**src/sv/dbga_pkg.sv**
```systemverilog
`timescale 1ns / 1ps
// ----------------------------------------------------------------------------
// dbga_pkg: shared types and constants
// Item layout, action and kind codes, gain limits and divider interface.
// ----------------------------------------------------------------------------
package dbga_pkg;

	localparam int RTT_W  = 22;
	localparam int SUM_W  = 38;
	localparam int CNT_W  = 16;
	localparam int DIV_W  = 44;
	localparam int DIV_CW = 6;

	localparam logic [RTT_W-1:0] RTT_MAX    = 22'd3355443;
	localparam logic [31:0]      FLOOR_SEED = 32'h7fffffff;
	localparam logic [CNT_W-1:0] CNT_FULL   = 16'hFFFF;

	localparam logic [10:0] GAIN_MAX    = 11'd1280;
	localparam logic [10:0] GAIN_BASE   = 11'd128;
	localparam logic [5:0]  FACTOR_MIN  = 6'd8;
	localparam logic [5:0]  FACTOR_MAX  = 6'd32;
	localparam logic [5:0]  FACTOR_BASE = 6'd32;
	localparam logic [2:0]  CREDIT_MAX  = 3'd5;

	// input action codes
	localparam logic [1:0] ACT_SAMPLE = 2'd0;
	localparam logic [1:0] ACT_ROUND  = 2'd1;
	localparam logic [1:0] ACT_LOSS   = 2'd2;

	// classified item kinds
	localparam logic [1:0] KIND_NONE   = 2'd0;
	localparam logic [1:0] KIND_SAMPLE = 2'd1;
	localparam logic [1:0] KIND_ROUND  = 2'd2;
	localparam logic [1:0] KIND_LOSS   = 2'd3;

	// configuration register indexes
	localparam logic CFG_SMALL_WIN   = 1'b0;
	localparam logic CFG_GOOD_ROUNDS = 1'b1;

	typedef struct packed {
		logic [1:0]       kind;
		logic             has_rtt;
		logic [RTT_W-1:0] rtt;
		logic [15:0]      acked;
		logic             no_holes;
		logic [15:0]      window;
		logic [31:0]      srtt;
	} item_t;

	typedef struct packed {
		logic             go;
		logic [DIV_W-1:0] dividend;
		logic [DIV_W-1:0] divisor;
	} div_req_t;

	typedef struct packed {
		logic             busy;
		logic             done;
		logic [DIV_W-1:0] quo;
	} div_rsp_t;

endpackage

```
**src/sv/dbga_div.sv**
```systemverilog
`timescale 1ns / 1ps
// ----------------------------------------------------------------------------
// dbga_div: serial divider
// Restoring division, one quotient bit per cycle; done pulses at the end.
// ----------------------------------------------------------------------------
module dbga_div (
	input  logic                clk,
	input  logic                arst_n,
	input  dbga_pkg::div_req_t  req,
	output dbga_pkg::div_rsp_t  rsp
);
	import dbga_pkg::*;

	logic [DIV_W-1:0]  rem_q;
	logic [DIV_W-1:0]  quo_q;
	logic [DIV_W-1:0]  dvs_q;
	logic [DIV_CW-1:0] cnt_q;
	logic              busy_q;
	logic              done_q;
	logic [DIV_W:0]    trial;
	logic              fits;

	assign trial = {rem_q, quo_q[DIV_W-1]};
	assign fits  = (trial >= {1'b0, dvs_q});

	always_ff @(posedge clk) begin
		if (req.go) begin
			rem_q <= '0;
			quo_q <= req.dividend;
			dvs_q <= req.divisor;
		end else if (busy_q) begin
			if (fits) begin
				rem_q <= DIV_W'(trial - {1'b0, dvs_q});
			end else begin
				rem_q <= trial[DIV_W-1:0];
			end
			quo_q <= {quo_q[DIV_W-2:0], fits};
		end
	end

	always_ff @(posedge clk or negedge arst_n) begin
		if (!arst_n) begin
			busy_q <= 1'b0;
			done_q <= 1'b0;
			cnt_q  <= '0;
		end else begin
			done_q <= 1'b0;
			if (req.go) begin
				busy_q <= 1'b1;
				cnt_q  <= DIV_CW'(DIV_W - 1);
			end else if (busy_q) begin
				cnt_q <= cnt_q - 1'b1;
				if (cnt_q == '0) begin
					busy_q <= 1'b0;
					done_q <= 1'b1;
				end
			end
		end
	end

	assign rsp.busy = busy_q;
	assign rsp.done = done_q;
	assign rsp.quo  = quo_q;

endmodule

```
**config.mk**
```make
export PLATFORM = sky130hd
export DESIGN_NAME = dbga_div
export DESIGN_NICKNAME = d
export VERILOG_FILES = /design/src/sv/dbga_pkg.sv /design/src/sv/dbga_div.sv
export SDC_FILE = /design/constraint.sdc
export NUM_CORES = 1
export LEC_CHECK = 0
export BUFFER_PORTS_ARGS = -buffer_cell sky130_fd_sc_hd__buf_4
export CELL_PAD_IN_SITES_DETAIL_PLACEMENT = 1
export CELL_PAD_IN_SITES_GLOBAL_PLACEMENT = 1
export CORE_MARGIN = 1.5
export CORE_UTILIZATION = 30
export CTS_BUF_LIST = sky130_fd_sc_hd__clkbuf_2
export DETAILED_ROUTE_END_ITERATION = 7
export GPL_TIMING_DRIVEN = 0
export PLACE_DENSITY_LB_ADDON = 0.12
export SETUP_SLACK_MARGIN = 0.5
export SLEW_MARGIN = 20
export SYNTH_ARGS = -nofsm -noshare
export SYNTH_HDL_FRONTEND = slang
export SYNTH_SLANG_ARGS = --single-unit
```
**constraint.sdc**
```tcl
create_clock -name clk -period 4.8 [get_ports clk]
set_clock_uncertainty 0.15 [all_clocks]
set_input_delay 0.24 -clock clk [delete_from_list [all_inputs] [get_ports clk]]
set_output_delay 0.24 -clock clk [all_outputs]
set_load 0.02 [all_outputs]
```
* Yosys cells after proc, flatten, opt, wreduce, memory -nomap -nowiden
Cells that the tools add are included.
** Cells by class
- Add/sub/neg operators :: 2
- $lt $le $gt $ge :: 1
- Muxes and demuxes :: 11
- Reductions and logical operators :: 2
** Operator list (count)
- 44-bit two-way mux :: 3
- 45-bit by 44-bit greater-or-equal comparator with 1-bit output :: 1
- 44-bit subtractor :: 1
- 6-bit two-way mux :: 2
- 6-bit zero test :: 1
- 1-bit two-way mux :: 6
- 6-bit by 1-bit subtractor with 6-bit output, second input constant :: 1
- 2-bit nonzero test :: 1
** Storage, ports and cells
- Register bits after elaboration :: 140
- Output and inout bits :: 46

* Depth between registers and ports, before layout
Gate-level depths: netlist of the first run.
- Word-level depth :: 4
- Gate-level depth with buffers :: 14
- Mapped depth without buffers :: 12

* Least setup slack after synthesis of the first run
OpenSTA, ideal clock, no wires.
- Path kind :: flip-flop to flip-flop
- From :: register quo_q[43]
- To :: register rem_q[34]
- Setup time :: 0.088 ns
- Arrival :: 2.979 ns
- Path slack :: 1.583 ns
- Stages on the path, launching flop included :: 13
- Period minus slack after synthesis :: 3.217 ns
- Cell sequence :: edfxtp_1 > inv_1 > ha_1 > fa_1 > nor2b_1 > o31a_1 > o31ai_1 > a21oi_1 > o21ai_1 > o21ai_0 > or4b_1 > and3_1 > o32ai_2
** On the way
- Longest elaborated chain between the ends :: 2
** RTL lines
- start, declared :: line dbga_div.sv:15 : logic [DIV_W-1:0] quo_q;
- start signal, assigned :: line dbga_div.sv:29 : quo_q <= req.dividend;
- start signal, assigned :: line dbga_div.sv:37 : quo_q <= {quo_q[DIV_W-2:0], fits};
- 44-bit subtractor or 45-bit by 44-bit greater-or-equal comparator with 1-bit output (tied branches) :: line dbga_div.sv:33, dbga_div.sv:24
- 44-bit two-way mux * :: line dbga_div.sv:32 : if (fits) begin
- end signal, assigned :: line dbga_div.sv:33 : rem_q <= DIV_W'(trial - {1'b0, dvs_q});
- end signal, assigned :: line dbga_div.sv:35 : rem_q <= trial[DIV_W-1:0];
- end, declared :: line dbga_div.sv:14 : logic [DIV_W-1:0] rem_q;
Mark *: on every way between the ends. The rest lies on a longest branch, timed or not.
A chain may end at the register's enable or synchronous reset.

* Final worst setup path of the first run
Ends and elaborated chain as after synthesis.

==> results.ini, run 1 <==
[outcome]
outcome = completed

[critical_path]
crit_start = quo_q[43]
end_kind = flip-flop
cp-start-kind = flip-flop
crit_type = flip-flop to flip-flop
critPathCapture = rem_q[34]
r2r_end = rem_q[34]
r2r_slack_ns = 0.85
crit_fanout = 4
cp.required_ns = 5.37
cp.arrival_ns = 4.52
rr_startpoint = quo_q[43]
r2r.worst_path.cells = 12

[timing]
setup_tns_ns = 0
rsz0062_at_grt = no
slew_headroom = 0.493
hold_slack_ns = 0.0507
hold_viol_final = 0
slew_viol_final = 0
layout_min_cycle_time_ns = 3.95
final.period_utilization = 0.822
worstMarginPinSlew_ns = 0.761
setup_ws_ns = 0.855
max_freq_ghz = 0.253
setup_viol = 0

[synthesis]
netlist_instances = 827
synth_compound_area_frac = 0.179
synth_xor_area_frac = 0.0416
synth_ff_type = edfxtp_1
ys_warn_count = 0
synth_edf_count = 88
yosys-mux-area-fraction = 0.0802
ys_types = 65
syn_area_sq_mm = 0.00821
ys_ff_latch = 140
synth_top_family_by_area = compound AO/OA/AOI/OAI gates
seq_area_frac_synth = 0.454
synth.avg_cell_area_sq_um = 9.92
synthSimpleGateAreaFrac = 0.122
synth_nets = 965
synthAdderAreaFrac = 0.0726
async_reset_ff_frac = 0.0571

[grt]
antenna_found_initial = 1
grt_usage = 0.193
first_global_vias = 7788
grt_pass1_wl_um = 42700
grt_max_degree = 46
grt_remaining_overflow = 0

[place]
dpl_worst_slack_ns = 0.695
placed_cell_area_sq_mm = 0.00967
routabilityCongestion = 0.794
place_inst = 1305
dp_hpwl_um = 18500
io_buffers = 136

[pwr]
vdd_drop_max_v = 0.000179
power_mw = 5.39
cellLeakagePower_nw = 4.87
power_density_mw_per_mm2 = 477

[drt]
post-route-drc-count = 0
firstDrtPassIters = 5
viasPerCell = 4.95
routed_wl_um = 26300
drtIter0Drc = 250
vias = 7276
routedWlPerCell_um = 17.9
ant_nets = 0

[finish]
multi_input_area_sq_mm = 0.00407
utilization = 0.420
seq_area_sq_mm = 0.00372
drive_gt1_frac = 0.208
synthToLayoutAreaGrowth_pct = 37.6
final_cell_area_sq_mm = 0.0113
layout_common_cells = buf_4, dlygate4sd3_1, edfxtp_1
layout.nets = 1253
mostFrequentLayoutCell = buf_4
final_cells = 1471
fillerInstances = 3080

[clock_network]
clock_path_buffers = 2
path_clk_slew_ns = 0.27
cts.sink_count = 140
insertion_delay_ns = 0.81
cts_tree = yes
cts_buffers = 17
root_buffer = clkbuf_2
htree_num_levels = 4

[floorplanning]
rows = 60
die_h_um = 168
coreArea_sq_mm = 0.0269
initial_core_util = 0.305
die_x_um = 168
dieArea_sq_mm = 0.0284
ios = 137

[run]
maxCapViolations = 0

[worst_hold_path]
min-delay-start = req[36]
min_path_type = input port to flip-flop

==> area by class of cell <==
class | instances | share of cell area
Timing Repair Buffer | 269 | 0.209
Clock buffer | 17 | 0.00754
Clock inverter | 15 | 0.0173
Antenna cell | 2 | 0.000443
Inverter | 64 | 0.0213
Tap cell | 341 | 0.0378
Sequential cell | 140 | 0.330
Buffer | 44 | 0.0161
Multi-Input combinational cell | 579 | 0.361
==> layer usage <==
metal  vias up  GRT usage  share of wire
met5         -          0              0
met4         0     0.0384         0.0083
met3        14     0.0437          0.046
met2       126      0.317           0.46
met1      3542      0.260           0.49
li1       3594          -              -
==> what timing repair did <==
| action | CTS | global route |
|---|---|---|
| setup buffers | 0 | 0 |
| endpoints found under the setup margin | 0 | 28 |
| gates resized for setup | 0 | 4 |
| hold endpoints to repair | 140 | 1 |
| hold buffers | 131 | 1 |
==> logic make-up (layout without fill, tap and decap cells) <==
kind of cell,Yosys count,in the layout
AO/OA/AOI/OAI,225,225
XOR/XNOR,39,39
adder cells (fa/ha/maj),47,47
buffers and inverters,108,409
flip-flops,140,140
multiplexers,60,60
other,0,2
AND/OR/NAND/NOR,208,208
==> flip-flops by register name, indices dropped and copies added, names as in the netlist <==
register / count
done_q: 1
dvs_q: 44
busy_q: 1
quo_q: 44
rem_q: 44
cnt_q: 6
==> where the power goes <==
group          total, mW  switching [mW]  internal [mW]  leakage, nW
clock network      0.840           0.569          0.271        0.162
registers           1.73           0.190           1.54         1.35
logic               2.81            1.64           1.18         3.36
==> worst min-delay path by stage <==
stage / depth (start not counted) / end
2_1_floorplan: 0 / busy_q
6_report: 2 / dvs_q[36]
5_1_grt: 2 / dvs_q[36]
4_1_cts: 2 / dvs_q[36]
3_3_place_gp: 1 / cnt_q[5]
3_5_place_dp: 1 / cnt_q[0]
==> critical path, cell delays in order, from the launching register on <==
cell      delay (ns)
edfxtp_1        0.45
inv_1           0.06
ha_1            0.22
fa_1            0.38
nor2b_1         0.21
o31a_1          0.24
o31ai_1         0.16
a21oi_1         0.50
o21ai_1         0.25
o21ai_0         0.37
or4b_1          0.49
and3_1          0.20
o32ai_2         0.23
==> synthesized netlist by cell type, drive strengths merged, types with 9 or more instances <==
cell type	number	area (sq um)
buf	12	58.8
o21bai	13	97.6
inv	64	240
a31oi	11	68.8
xnor2	23	201
nand4	11	75.1
nor2b	10	62.6
o21a	9	67.6
a21o	18	135
o21ai	33	165
mux2	46	518
ha	46	576
dfxtp	44	881
mux2i	14	140
nand2	43	161
nor2	82	308
nand2b	14	87.6
clkbuf	32	120
xor2	16	140
nor3	10	50.1
edfxtp	88	2640
a211oi	34	255
a21oi	68	340
No activity file was read; power rests on OpenSTA's default activity.
==> run 2: changes to the inputs <==
- clock period: 4.8 -> 3.6 ns (I/O delays scaled with it)
==> run 2 against run 1 <==
Largest cell class unchanged. Fmax grew 20%. Power grew 67%. Sequential power up 38%. Cell count rose by 4.7%. Core utilization rose by 6.2 points. Design area up 15%. Routed wire length increased by 9.7%. Setup slack got worse by 0.54 ns. Critical endpoint is now rem_q[43]. Die area unchanged. Critical path type unchanged. Via count is 5.4% higher. Global-route usage up 1.1 points. Combinational power rose by 94%.
==> results.ini, run 2 (synthesis results as in run 1) <==
[critical_path]
r2r.worst_path.cells = 12
end_kind = flip-flop
cp.required_ns = 4.19
crit_type = flip-flop to flip-flop
critPathMostFrequentCell = buf_4
crit_fanout = 7
path_cells = inv_1 > ha_1 > nand4_4 > or4_4 > nand2b_4 > or3_4 > o211a_4 > buf_4 > buf_12 > buf_4 > a311o_1 > a21oi_1
cp.arrival_ns = 3.88
r2r_slack_ns = 0.31
cp-start-kind = flip-flop
crit_path_max_incr_delay_ns = 0.54
worst_path_max_delay_cell = or4_4

[finish]
fillerInstances = 2963
synthToLayoutAreaGrowth_pct = 57.9
drive_gt1_frac = 0.336
layout_common_cells = buf_4, dlygate4sd3_1, edfxtp_1
layout.nets = 1321
final_cell_area_sq_mm = 0.0130
largestRegisters = dvs_q x44, quo_q x44, rem_q x44
mostFrequentLayoutCell = buf_4
final_cells = 1540

[drt]
viasPerCell = 4.98
post-route-drc-count = 0
routedWlPerCell_um = 18.8
routed_wl_um = 28900
ant_nets = 0
drtIter0Drc = 313
vias = 7671
firstDrtPassIters = 5

[timing]
slew_viol_final = 0
setup_ws_ns = 0.312
setup_viol = 0
layout_min_cycle_time_ns = 3.29
max_freq_ghz = 0.304
hold_slack_ns = 0.0943
hold_viol_final = 0
slew_headroom = 0.273
rsz0062_at_grt = yes
worstMarginPinSlew_ns = 1.09
final.period_utilization = 0.913

[floorplanning]
coreArea_sq_mm = 0.0269
die_h_um = 168
die_x_um = 168
rows = 60
ios = 137
initial_core_util = 0.305
dieArea_sq_mm = 0.0284

[clock_network]
path_clk_slew_ns = 0.26
cts.sink_count = 140
htree_num_levels = 4
cts_tree = yes
insertion_delay_ns = 0.81
root_buffer = clkbuf_2
clock_path_buffers = 2
cts_buffers = 17

[pwr]
power_mw = 9.00
cellLeakagePower_nw = 5.41
power_density_mw_per_mm2 = 695
vdd_drop_max_v = 0.000333

[grt]
grt_remaining_overflow = 0
grt_max_degree = 46
first_global_vias = 8166
grt_usage = 0.204
antenna_found_initial = 3
grt_pass1_wl_um = 44700

[place]
routabilityCongestion = 0.829
place_inst = 1305
dpl_worst_slack_ns = -0.436
dp_hpwl_um = 18900
placed_cell_area_sq_mm = 0.00975
io_buffers = 136

[worst_hold_path]
worstHoldPathCells = 3
min_path_type = input port to flip-flop

[outcome]
outcome = completed

[run]
maxCapViolations = 0

[run 2: cell type report]
class                      count  area (sq um)  share of cell area
multi-input combinational    579          4870               0.376
sequential                   140          3720               0.288
timing repair buffer         337          3030               0.234
tap                          341           427              0.0329
buffer                        44           355              0.0274
inverter                      64           240              0.0185
clock inverter                14           205              0.0158
clock buffer                  18          90.1             0.00696
antenna                        3          7.51            0.000580
[run 2: path summary, 6_finish.rpt]
kind | start | end
max | dvs_q[39] | rem_q[43]
min | req[76] | quo_q[32]
max reg2reg | dvs_q[39] | rem_q[43]
min reg2reg | rem_q[27] | rem_q[27]
max in group asynchronous | arst_n | busy_q
min in group asynchronous | arst_n | cnt_q[1]
[run 2: worst max-delay path, delay by kind of cell, from the launching register on]
kind            cells  cell delay, ns
buf+inv             4            0.49
simple gates        4            1.19
flops               1            0.38
compound gates      3            0.62
fa+ha+maj           1            0.43
[run 2: per-stage QoR]
stage,utilization,setup TNS [ns]
5_1_grt,0.482,0
4_1_cts,0.453,0
2_1_floorplan,-,0
6_report,0.482,0
3_5_place_dp,0.363,-9.25
3_3_place_gp,0.362,-30.70
[run 2: metal layers]
metal	up-vias	wire, um	global-route usage
li1	3725	-	-
met3	19	1000	0.0383
met4	0	255	0.0497
met2	121	14500	0.358
met5	-	0	0
met1	3806	13200	0.258
[run 2: report_power, final]
part	internal (mW)	leakage, nW	switching [mW]
clock	0.478	0.168	0.697
sequential	2.06	1.35	0.321
combinational	2.63	3.89	2.82
[run 2: repair_timing]
action / CTS / global route
gates resized for setup: 94 / 113
endpoints found under the hold margin: 140 / 0
pin swaps: 22 / 47
setup endpoints to repair: 45 / 44
gates cloned: 0 / 4
hold buffers: 160 / 0
setup buffers: 19 / 17
