<file path="src/sv/dbga_pkg.sv">
`timescale 1ns / 1ps
// ----------------------------------------------------------------------------
// dbga_pkg: shared types and constants
// Item layout, action and kind codes, gain limits and divider interface.
// ----------------------------------------------------------------------------
package dbga_pkg;

	localparam int RTT_W  = 22;
	localparam int SUM_W  = 38;
	localparam int CNT_W  = 16;
	localparam int DIV_W  = 44;
	localparam int DIV_CW = 6;

	localparam logic [RTT_W-1:0] RTT_MAX    = 22'd3355443;
	localparam logic [31:0]      FLOOR_SEED = 32'h7fffffff;
	localparam logic [CNT_W-1:0] CNT_FULL   = 16'hFFFF;

	localparam logic [10:0] GAIN_MAX    = 11'd1280;
	localparam logic [10:0] GAIN_BASE   = 11'd128;
	localparam logic [5:0]  FACTOR_MIN  = 6'd8;
	localparam logic [5:0]  FACTOR_MAX  = 6'd32;
	localparam logic [5:0]  FACTOR_BASE = 6'd32;
	localparam logic [2:0]  CREDIT_MAX  = 3'd5;

	// input action codes
	localparam logic [1:0] ACT_SAMPLE = 2'd0;
	localparam logic [1:0] ACT_ROUND  = 2'd1;
	localparam logic [1:0] ACT_LOSS   = 2'd2;

	// classified item kinds
	localparam logic [1:0] KIND_NONE   = 2'd0;
	localparam logic [1:0] KIND_SAMPLE = 2'd1;
	localparam logic [1:0] KIND_ROUND  = 2'd2;
	localparam logic [1:0] KIND_LOSS   = 2'd3;

	// configuration register indexes
	localparam logic CFG_SMALL_WIN   = 1'b0;
	localparam logic CFG_GOOD_ROUNDS = 1'b1;

	typedef struct packed {
		logic [1:0]       kind;
		logic             has_rtt;
		logic [RTT_W-1:0] rtt;
		logic [15:0]      acked;
		logic             no_holes;
		logic [15:0]      window;
		logic [31:0]      srtt;
	} item_t;

	typedef struct packed {
		logic             go;
		logic [DIV_W-1:0] dividend;
		logic [DIV_W-1:0] divisor;
	} div_req_t;

	typedef struct packed {
		logic             busy;
		logic             done;
		logic [DIV_W-1:0] quo;
	} div_rsp_t;

endpackage

</file>
<file path="src/sv/dbga_front.sv">
`timescale 1ns / 1ps
// ----------------------------------------------------------------------------
// dbga_front: accept and classify
// Clamps the RTT sample, decodes the action and queues items (two deep).
// ----------------------------------------------------------------------------
module dbga_front (
	input  logic                 clk,
	input  logic                 arst_n,
	input  logic                 in_valid,
	output logic                 in_stall,
	input  logic [1:0]           action,
	input  logic [23:0]          rtt_us,
	input  logic [15:0]          acked_count,
	input  logic                 no_sack_holes,
	input  logic [15:0]          window,
	input  logic [31:0]          smoothed_rtt,
	output logic                 item_valid,
	input  logic                 item_pop,
	output dbga_pkg::item_t      item
);
	import dbga_pkg::*;

	item_t      mem_q [2];
	logic       wr_ptr_q;
	logic       rd_ptr_q;
	logic [1:0] count_q;
	item_t      cls;
	logic       push;

	always_comb begin
		cls.rtt      = (rtt_us > {2'd0, RTT_MAX}) ? RTT_MAX : rtt_us[RTT_W-1:0];
		cls.has_rtt  = (rtt_us != 24'd0);
		cls.acked    = acked_count;
		cls.no_holes = no_sack_holes;
		cls.window   = window;
		cls.srtt     = smoothed_rtt;
		unique case (action)
			ACT_SAMPLE: cls.kind = cls.has_rtt ? KIND_SAMPLE : KIND_NONE;
			ACT_ROUND:  cls.kind = KIND_ROUND;
			ACT_LOSS:   cls.kind = KIND_LOSS;
			default:    cls.kind = KIND_NONE;
		endcase
	end

	assign in_stall   = (count_q == 2'd2);
	assign push       = in_valid && !in_stall;
	assign item_valid = (count_q != 2'd0);
	assign item       = mem_q[rd_ptr_q];

	always_ff @(posedge clk) begin
		if (push) begin
			mem_q[wr_ptr_q] <= cls;
		end
	end

	always_ff @(posedge clk or negedge arst_n) begin
		if (!arst_n) begin
			wr_ptr_q <= 1'b0;
			rd_ptr_q <= 1'b0;
			count_q  <= 2'd0;
		end else begin
			if (push) begin
				wr_ptr_q <= ~wr_ptr_q;
			end
			if (item_pop) begin
				rd_ptr_q <= ~rd_ptr_q;
			end
			count_q <= count_q + 2'(push) - 2'(item_pop);
		end
	end

endmodule

</file>
<file path="config.mk">
export PLATFORM = sky130hd
export DESIGN_NAME = dbga_front
export DESIGN_NICKNAME = d
export VERILOG_FILES = /design/src/sv/dbga_pkg.sv /design/src/sv/dbga_front.sv
export SDC_FILE = /design/constraint.sdc
export NUM_CORES = 1
export LEC_CHECK = 0
export BUFFER_PORTS_ARGS = -buffer_cell sky130_fd_sc_hd__buf_4
export CAP_MARGIN = 0
export CELL_PAD_IN_SITES_DETAIL_PLACEMENT = 0
export CELL_PAD_IN_SITES_GLOBAL_PLACEMENT = 1
export CORE_MARGIN = 2
export CORE_UTILIZATION = 44
export DETAILED_ROUTE_END_ITERATION = 7
export PLACE_DENSITY = 0.88
export RECOVER_POWER = 25
export SLEW_MARGIN = 10
export SYNTH_ARGS = -nofsm -noshare
export SYNTH_HDL_FRONTEND = slang
export SYNTH_SLANG_ARGS = --single-unit
</file>
<file path="constraint.sdc">
create_clock -name clk -period 5.5 [get_ports clk]
set_input_delay 0.55 -clock clk [delete_from_list [all_inputs] [get_ports clk]]
set_output_delay 0.55 -clock clk [all_outputs]
set_load 0.02 [all_outputs]
</file>
# Word-level counts from Yosys, hierarchy flattened
# Memory sizes are Yosys's and may differ from the RTL's.
# Index checks and enable logic that the tools add are counted.
word_totals:
  ff_bits: 4
  ram_bits: 180
  inputBits: 95
  output_inout_bits: 92
  wordCells: 22
  n_memories: 1
classes:
  add_sub_neg: 2
  magnitude_cmp: 1
  n_eq_ne: 3
  n_mux: 5
  n_bitwise: 2
  reduce_logical: 5
memory_table:
  columns: ["memory", "words", "word_bits", "read_ports", "rd_clocked_by_memory_dff", "wr", "line_no", "rtl"]
  rows:
  - ["mem_q", 2, 90, 1, 0, 1, "dbga_front.sv:23", "item_t mem_q [2];"]
ops:
  columns: ["op", "n"]
  rows:
  - ["$gt 24x22->1 const B", 1]
  - ["$reduce_bool 24->1", 1]
  - ["$mux 22", 1]
  - ["$pmux 2 s3", 1]
  - ["$eq 2x2->1 const B", 2]
  - ["$mux 1", 3]
  - ["$add 2x1->2", 1]
  - ["$eq 2x1->1 const B", 1]
  - ["$logic_not 2->1", 1]
  - ["$not 1->1", 2]
  - ["$reduce_bool 2->1", 1]
  - ["$sub 2x1->2", 1]
  - ["$logic_and 1x1->1", 1]
  - ["$logic_not 1->1", 1]

# Depth between registers and ports, before layout
# Gate-level depths: netlist of the first run.
depth:
  word_depth: 5
  depth_mapped: 7
  ltp_nobuf: 7

# Worst setup path before layout of the first run
# No wires, ideal clock.
synth_path:
  kind: "input-to-reg"
  startpoint: "input in_valid"
  endpoint: "memory mem_q[0][0] in the netlist's numbering, enable pin"
  setup_time_ns: 0.539
  arrival_time_ns: 4.393
  required_time_ns: 4.961
  slack_ns: 0.568
  cell_stages: 2
  path_buffers: 0
  path_cell_list: "nand2_1 > nor2_1"
synth_via:
  elab_chain_len: 3
synth_lines:
  columns: ["item", "line_no", "rtl"]
  rows:
  - ["from (decl)", "dbga_front.sv:9", "input logic in_valid,"]
  - ["$logic_and 1x1->1", "dbga_front.sv:46", "assign push = in_valid && !in_stall;"]
  - ["$mux 1", "dbga_front.sv:51", "if (push) begin"]
  - ["$mux 1 (implied by the code)", "dbga_front.sv:52", "mem_q[wr_ptr_q] <= cls;"]
  - ["to (decl)", "dbga_front.sv:23", null]
# Every way passes these cells.

==> results.yml, run 1 <==
clock_network:
  cts_setup_buffers: 0
  clk_pin_slew_worst_paths_ps: 60
  clock_path_buffers: 2
  clkLatencyLatePin_ps: 410
  cts_made_buffers: 17
  h-tree-depth: 4
  cts.sinks: 184
  root_buffer: "clkbuf_16"
  tritoncts: "yes"
power_and_ir_drop:
  p_int_mw: 3.49
  power.share.sequential_pct: 40.7
  p_switching_mw: 1.52
  swShare_pct: 30.3
  power_frac_comb_pct: 33.6
  p_per_area_nw_per_um2: 541
  p_clk_share_pct: 25.6
  p_leak_nw: 3.36
  vdd_ir_drop_max_mv: 0.271
flow_run:
  max-cap-violations: 0
detailed_routing:
  via_per_inst: 4.93
  ant_nets: 0
  drcViolationCount: 0
  drtPass1Iterations: 4
  vias: 3822
  finalWirelength_microns: 12900
  drt-wirelength-per-cell_microns: 16.6
  drtIter0Drc: 227
placed_design:
  globalplace.congestion: 0.744
  portBuffers: 186
  dp_hpwl_microns: 8490
synthesis:
  ys_ff_latch: 184
  syn_avg_cell_area_sq_um: 20.1
  yosysSeqAreaShare_pct: 78.8
  yosys_warnings: 0
  synthFlopType: "edfxtp_1"
  syn_inst: 347
  yosysUniqueCellTypes: 28
  syn_nets: 445
  postSynth.asyncResetShare_pct: 2.17
  synth-edff-count: 180
  syn_area_sq_um: 6980
sta:
  slew_headroom_pct: 50.0
  timing.hold.ws_ps: 323
  fmax_mhz: 374
  tightest_slew_ps: 750
  hold_viol: 0
  period_share_pct: 48.6
  maxSlewViolCount: 0
  fin_setup_tns_ps: 0
  fin_skew_ps: 5.39
  finalWorstPathRequiredPeriod_ps: 2670
  rsz0062_at_grt: "no"
  finalSetupViolations: 0
worst_setup_path:
  setup.worst_path.end_class: "primary output"
  required_ps: 4950
  worst-r2r-setup-slack_ps: 3280
  setup.worst_path.class: "register to primary output"
  cp_slowest_stage_delay_ps: 790
  critPathMaxFanout: 52
  start_kind: "register"
  crit_path_top_delay_cell: "dfrtp_4"
  path_cells: "buf_16, mux2_2, buf_4"
  cp.arrival_ps: 2120
die:
  die_y_microns: 130
  start_util_pct: 44.4
  coreArea_sq_um: 15700
  io_pins: 187
  dieArea_sq_um: 16900
  rows: 46
  die_x_microns: 130
grt:
  grt_start_max_net_pins: 92
  grt_pass1_vias: 3864
  track_usage_pct: 15.4
  grt_pass1_wl_microns: 19300
  overflow: 0
  antenna_found_initial: 0
finish:
  areaGrowthSynthToFinish_pct: 32.6
  fin_nets: 644
  nFillCells: 1205
  drive_gt1_share_pct: 53.5
  n_antenna_cell: 0
min_path:
  hold_path.class: "input pin to register"
outcome:
  status: "completed"
path summary, 6_finish.rpt:
path	startpoint	endpoint	cells after the start
max	rd_ptr_q	item[70]	3
min	item_pop	rd_ptr_q	2
max reg2reg	count_q[1]	mem_q[1][28]	3
min reg2reg	count_q[1]	count_q[1]	1
max in group asynchronous	arst_n	rd_ptr_q	2
min in group asynchronous	arst_n	count_q[1]	2
sequential cells by signal, indices dropped and copies added, names as in the netlist:
register,count
count_q,2
mem_q,180
rd_ptr_q,1
wr_ptr_q,1
metrics by stage:
stage / utilization, % / setup slack, ps / cell area, sq um / instances / power [mW]
after floorplan: - / 568 / 6980 / 347 / 3.08
after global placement: 54.9 / 3080 / 8630 / 740 / 3.72
after detailed placement: 54.9 / 3030 / 8630 / 740 / 3.76
after CTS: 59.0 / 2590 / 9280 / 773 / 5.05
after global routing: 58.9 / 2690 / 9260 / 775 / 5.24
final: 58.9 / 2830 / 9260 / 775 / 5.01
cell usage in the layout (no fill, tap or decap), drive strengths merged, types with 4 or more instances in the layout:
cell type,instances
clkbuf,76
bufinv,5
dfrtp,4
mux2,90
nor2,4
or2,4
buf,132
edfxtp,180
nand2b,9
clkinv,9
and2,8
nor4,5
inv,4
metal layers:
metal	vias to the layer above	global-route usage, %	share of wire, %
li1	1768	-	-
met1	1888	18.2	40
met2	142	25.3	51
met3	24	5.49	6.9
met4	0	6.96	2.0
met5	-	0	0
area by class of cell:
cell class | instances | area [sq um] | area share (%)
Tap cell | 216 | 270 | 2.92
Multi-Input combinational cell | 148 | 1430 | 15.4
Inverter | 4 | 15.0 | 0.162
Clock inverter | 14 | 205 | 2.22
Clock buffer | 18 | 429 | 4.64
Sequential cell | 184 | 5510 | 59.5
Timing Repair Buffer | 191 | 1400 | 15.1
power by group through the flow:
| stage | Sequential, mW | Clock (mW) | Combinational (mW) |
|---|---|---|---|
| 6_report | 2.04 | 1.28 | 1.68 |
| 5_1_grt | 2.07 | 1.37 | 1.79 |
| 4_1_cts | 2.12 | 1.32 | 1.62 |
| 3_5_place_dp | 2.15 | 0 | 1.61 |
| 3_3_place_gp | 2.13 | 0 | 1.59 |
| 2_1_floorplan | 2.02 | 0 | 1.06 |
what timing repair did:
action | CTS | global route
hold endpoints to repair | 4 | 0
resized for setup | 0 | 0
hold buffers | 1 | 0
logic make-up after synthesis:
group | synth area share, %
AOI/OAI and AO/OA | 0.878
xor gates and xnor gates | 0.502
adders and majority gates | 0.537
buffers and inverters | 0.914
DFF | 78.8
muxes | 14.7
and+or+nand+nor | 3.69
worst max-delay path, delay by kind of cell, from the launching register on:
family / cells / cell delay (ps)
muxes: 1 / 400
DFF: 1 / 790
buffers and inverters: 2 / 470
synth_stat cells (all sizes together), types with 4 or more instances:
cell    count  area share [%]
nor4        5            0.45
dfrtp       4             1.4
nand2b      9            0.81
mux2       90              15
nor2        4            0.21
inv         4            0.21
clkbuf     10            0.54
and2        8            0.72
edfxtp    180              77
or2         4            0.36
Power figures use the tool's default switching activity.
==> run 2, diff against run 1 <==
==> constraint.sdc (replaced) <==
create_clock -name clk -period 2.58 [get_ports clk]
set_input_delay 0.258 -clock clk [delete_from_list [all_inputs] [get_ports clk]]
set_output_delay 0.258 -clock clk [all_outputs]
set_load 0.02 [all_outputs]
==> run 2 against run 1 <==
  * Sequential share of layout area increased by 0.36 points
  * Largest power group unchanged
  * Worst hold slack got worse by 290 ps
  * Via count decreased by 0.50%
  * Largest cell class unchanged
  * Design area shrank 0.61%
  * Critical path type unchanged
  * Sequential power up 110%
==> results.yml, run 2 (same netlist as run 1, synthesis figures left out) <==
outcome:
  status: "completed"
worst_setup_path:
  reg2reg_depth: 4
  required_ps: 2320
  setup.worst_path.class: "register to primary output"
  cp.arrival_ps: 1920
  crit_end: "item[57]"
  r2r_end: "mem_q[0][58]"
  worst-r2r-setup-slack_ps: 850
  setup.worst_path.end_class: "primary output"
  start_kind: "register"
  worstSetupStartpoint: "rd_ptr_q"
  r2r_start: "count_q[1]"
  critPathMaxFanout: 84
clock_network:
  cts.sinks: 184
  clock_path_buffers: 2
  postCtsHoldBufs: 1
  root_buffer: "clkbuf_16"
  h-tree-depth: 4
  cts_made_buffers: 17
  cts_setup_buffers: 0
  clkLatencyLatePin_ps: 410
  tritoncts: "yes"
  clk_pin_slew_worst_paths_ps: 60
  ctsResizeCount: 0
die:
  io_pins: 187
  start_util_pct: 44.4
  coreArea_sq_um: 15700
  dieArea_sq_um: 16900
  rows: 46
  die_y_microns: 130
  die_x_microns: 130
finish:
  final_common_cell: "edfxtp_1"
  final_cell_mix: "edfxtp_1 (180), buf_4 (130), mux2_2 (90)"
  final_core_util_pct: 58.6
  reg.largest.list: "mem_q (180), count_q (2)"
  largest_reg_flops: 180
  fin_nets: 647
  nFillCells: 1220
  areaGrowthSynthToFinish_pct: 31.7
  n_antenna_cell: 0
  drive_gt1_share_pct: 54.2
  stdcell_area_sq_um: 9200
  regMostFlops: "mem_q"
sta:
  period_share_pct: 84.5
  finalWorstPathRequiredPeriod_ps: 2180
  slew_headroom_pct: 56.1
  timing.hold.ws_ps: 32.2
  maxSlewViolCount: 0
  tightest_slew_ps: 658
  hold_viol: 0
  fin_setup_tns_ps: 0
  fmax_mhz: 459
  finalSetupViolations: 0
  fin_skew_ps: 8.50
  rsz0062_at_grt: "no"
power_and_ir_drop:
  total_power_mw: 10.3
  p_per_area_nw_per_um2: 1120
  vdd_ir_drop_max_mv: 0.509
  p_leak_nw: 3.34
detailed_routing:
  drcViolationCount: 0
  vias: 3803
  ant_nets: 0
  drtIter0Drc: 154
  via_per_inst: 4.92
  drtPass1Iterations: 4
  finalWirelength_microns: 13100
  drt-wirelength-per-cell_microns: 16.9
grt:
  grt_pass1_wl_microns: 19600
  track_usage_pct: 15.5
  grt_start_max_net_pins: 85
  overflow: 0
  antenna_found_initial: 0
  grt_pass1_vias: 3946
placed_design:
  place_area_sq_um: 8700
  globalplace.congestion: 0.766
  dp_hpwl_microns: 8860
  portBuffers: 186
flow_run:
  max-cap-violations: 0
min_path:
  hold_path.class: "input pin to register"
[run 2: changes by cell type in the layout (fill, tap and decap cells not counted), moves of 2 or more]
cell,change
buf_16,-2
bufinv_16,-3
clkbuf_1,-4
clkinv_4,-3
clkinv_2,-3
buf_12,+3
clkbuf_4,+9
[run 2: through the flow]
stage | worst slack, ps | cells
final | 401 | 773
after global routing | 296 | 773
after CTS | 373 | 772
after detailed placement | 638 | 744
after global placement | 658 | 744
after floorplan | 210 | 347
[run 2: power breakdown]
part           internal [mW]  leakage, nW  switching, mW
Sequential              4.08         1.70          0.168
Clock                   1.40        0.252          0.971
Combinational           1.66         1.39           2.04
Total                   7.14         3.34           3.18
[run 2: routing by layer]
| metal | GRT usage (%) | wire length [microns] | vias to the layer above |
|---|---|---|---|
| li1 | - | - | 1770 |
| met1 | 18.1 | 5460 | 1881 |
| met2 | 26.2 | 6570 | 137 |
| met3 | 5.70 | 895 | 15 |
| met4 | 6.07 | 155 | 0 |
| met5 | 0 | 0 | - |
[run 2: final cells by class]
cell class	instances	area [sq um]	area share [%]
Clock buffer	22	444	4.83
Tap cell	216	270	2.94
Sequential cell	184	5510	59.9
Clock inverter	5	77.6	0.843
Timing Repair Buffer	194	1460	15.8
Inverter	4	15.0	0.163
Multi-Input combinational cell	148	1430	15.5
[run 2: critical path, stage by stage, from the launching register on]
cell	delay (ps)
dfrtp_4	500
buf_12	410
mux2_2	400
buf_4	160
[run 2: worst min-delay path by stage]
stage                     start            to  cells after the start
5_1_grt                item_pop      rd_ptr_q                      2
6_report        acked_count[10]  mem_q[0][59]                      1
3_5_place_dp             arst_n    count_q[0]                      1
4_1_cts        smoothed_rtt[31]  mem_q[1][31]                      1
2_1_floorplan            arst_n    count_q[0]                      0
3_3_place_gp             arst_n    count_q[1]                      1
==> run 3, diff against run 2 <==
==> constraint.sdc (replaced) <==
create_clock -name clk -period 2.25 [get_ports clk]
set_input_delay 0.225 -clock clk [delete_from_list [all_inputs] [get_ports clk]]
set_output_delay 0.225 -clock clk [all_outputs]
set_load 0.02 [all_outputs]
==> run 3 against run 2 <==
  * Worst hold slack better by 76 ps
  * Clock power up 19%
  * Non-clock buffer count up 65
  * Via count up 6.0%
  * First-iteration DRC count up 21%
  * Power up 17%
  * Design area up 7.8%
  * Wire length up 6.9%
  * Cell count up 9.1%
  * Setup slack worse by 110 ps
  * Global-route usage up 1.3 points
  * Critical endpoint is now item[56]
  * Largest cell class unchanged
  * Largest power group unchanged
==> results.yml, run 3 (same netlist as run 1, synthesis figures left out) <==
worst_setup_path:
  setup.worst_path.end_class: "primary output"
  cp_top_family: "flip-flops"
  path_cells: "buf_12, mux2_2, buf_4"
  required_ps: 2030
  critPathBufInv: 2
  start_kind: "register"
  cp.arrival_ps: 1730
  critPathMaxFanout: 48
  cp_slowest_stage_delay_ps: 450
  crit_path_top_delay_cell: "dfrtp_4"
  setup.worst_path.class: "register to primary output"
clock_network:
  h-tree-depth: 4
  cts_made_buffers: 17
  clk_pin_slew_worst_paths_ps: 60
  clkLatencyLatePin_ps: 410
  root_buffer: "clkbuf_16"
  tritoncts: "yes"
  cts.sinks: 184
  clock_path_buffers: 2
  ctsResizeCount: 0
detailed_routing:
  via_per_inst: 4.78
  ant_nets: 0
  drt-wirelength-per-cell_microns: 16.6
  finalWirelength_microns: 14000
  drcViolationCount: 0
  vias: 4030
  drtIter0Drc: 186
  drtPass1Iterations: 4
sta:
  finalWorstPathRequiredPeriod_ps: 1960
  finalSetupViolations: 0
  rsz0062_at_grt: "no"
  hold_viol: 0
  fmax_mhz: 511
  slew_headroom_pct: 65.6
  tightest_slew_ps: 516
  maxSlewViolCount: 0
  fin_ws_ps: 293
  fin_skew_ps: 6.31
  period_share_pct: 87.0
  fin_setup_tns_ps: 0
grt:
  antenna_found_initial: 0
  grt_start_max_net_pins: 91
  overflow: 0
  track_usage_pct: 16.8
  grt_pass1_wl_microns: 21100
  grt_pass1_vias: 4228
finish:
  fin_nets: 712
  reg.largest.list: "mem_q (180), count_q (2)"
  n_antenna_cell: 0
  final_common_cell: "edfxtp_1"
  drive_gt1_share_pct: 49.0
  nFillCells: 1122
  final_cell_mix: "edfxtp_1 (180), buf_4 (130), mux2_2 (90)"
  largest_reg_flops: 180
  regMostFlops: "mem_q"
  areaGrowthSynthToFinish_pct: 42.0
die:
  coreArea_sq_um: 15700
  die_x_microns: 130
  dieArea_sq_um: 16900
  rows: 46
  die_y_microns: 130
  start_util_pct: 44.4
  io_pins: 187
placed_design:
  portBuffers: 186
  preCtsSetupSlack_ps: 338
  dp_hpwl_microns: 8660
  globalplace.congestion: 0.782
min_path:
  hold_path.class: "input pin to register"
power_and_ir_drop:
  p_leak_nw: 3.64
  p_per_area_nw_per_um2: 1220
  vdd_ir_drop_max_mv: 0.729
flow_run:
  max-cap-violations: 0
outcome:
  status: "completed"
## run 3: changes by cell type in the layout (fill, tap and decap cells not counted), moves of 2 or more
cell,delta
clkbuf_4,-2
clkinv_1,+4
buf_12,+2
clkbuf_1,-3
inv_6,+3
dlygate4sd3_1,+65
## run 3: layout make-up
type                       count  area, sq um  area share (%)
clock buffer                  19          433            4.36
tap                          216          270            2.72
clock inverter                13          128            1.29
sequential                   184         5510            55.5
multi-input combinational    148         1430            14.4
inverter                       4         15.0           0.151
timing repair buffer         259         2130            21.5
## run 3: path summary, 6_finish.rpt
path,start,end,slack [ps],cells after the start
worst max-delay path,rd_ptr_q,item[56],290,3
worst min-delay path,rtt_us[16],mem_q[0][81],110,2
worst max register to register,count_q[1],count_q[1],670,7
worst min register to register,count_q[1],count_q[1],500,1
max in group asynchronous,arst_n,rd_ptr_q,1870,2
min in group asynchronous,arst_n,rd_ptr_q,170,2
## run 3: where the power goes
group | switching [mW] | internal (mW) | total [mW]
combinational | 2.41 | 2.03 | 4.44
sequential | 0.181 | 4.68 | 4.86
clock | 1.19 | 1.63 | 2.82
total | 3.78 | 8.33 | 12.1
## run 3: metal layers
metal  vias to the layer above  global-route usage [%]  routed length [microns]
li1                       1893                       -                        -
met1                      1961                    19.1                     5660
met2                       146                    29.8                     7220
met3                        30                    4.47                      772
met4                         0                    7.40                      336
met5                         -                       0                        0
## run 3: worst reg2reg max path, stage by stage (launching register included)
cell and delay, ps:
dfrtp_1 400, nand2b_1 130, nand2_2 110, ha_1 300, inv_1 40, ha_1 180, xnor2_1 200, xnor2_1 140
## run 3: timing repair
item                                   4_1_cts  5_1_grt
hold buffers                                67        0
setup buffers                                0        0
endpoints found under the hold margin      135        0
## run 3: metrics by stage
| stage | utilization [%] | cells | cell area (sq um) | hold WS (ps) | total power [mW] |
|---|---|---|---|---|---|
| floorplan | - | 347 | 7000 | -70.6 | 7.48 |
| global placement | 55.6 | 744 | 8730 | 24.6 | 9.22 |
| detailed placement | 55.6 | 744 | 8730 | 25.0 | 9.32 |
| CTS | 63.4 | 843 | 9960 | 86.6 | 12.2 |
| global route | 63.1 | 843 | 9920 | 90.8 | 12.7 |
| finish | 63.1 | 843 | 9920 | 108 | 12.1 |
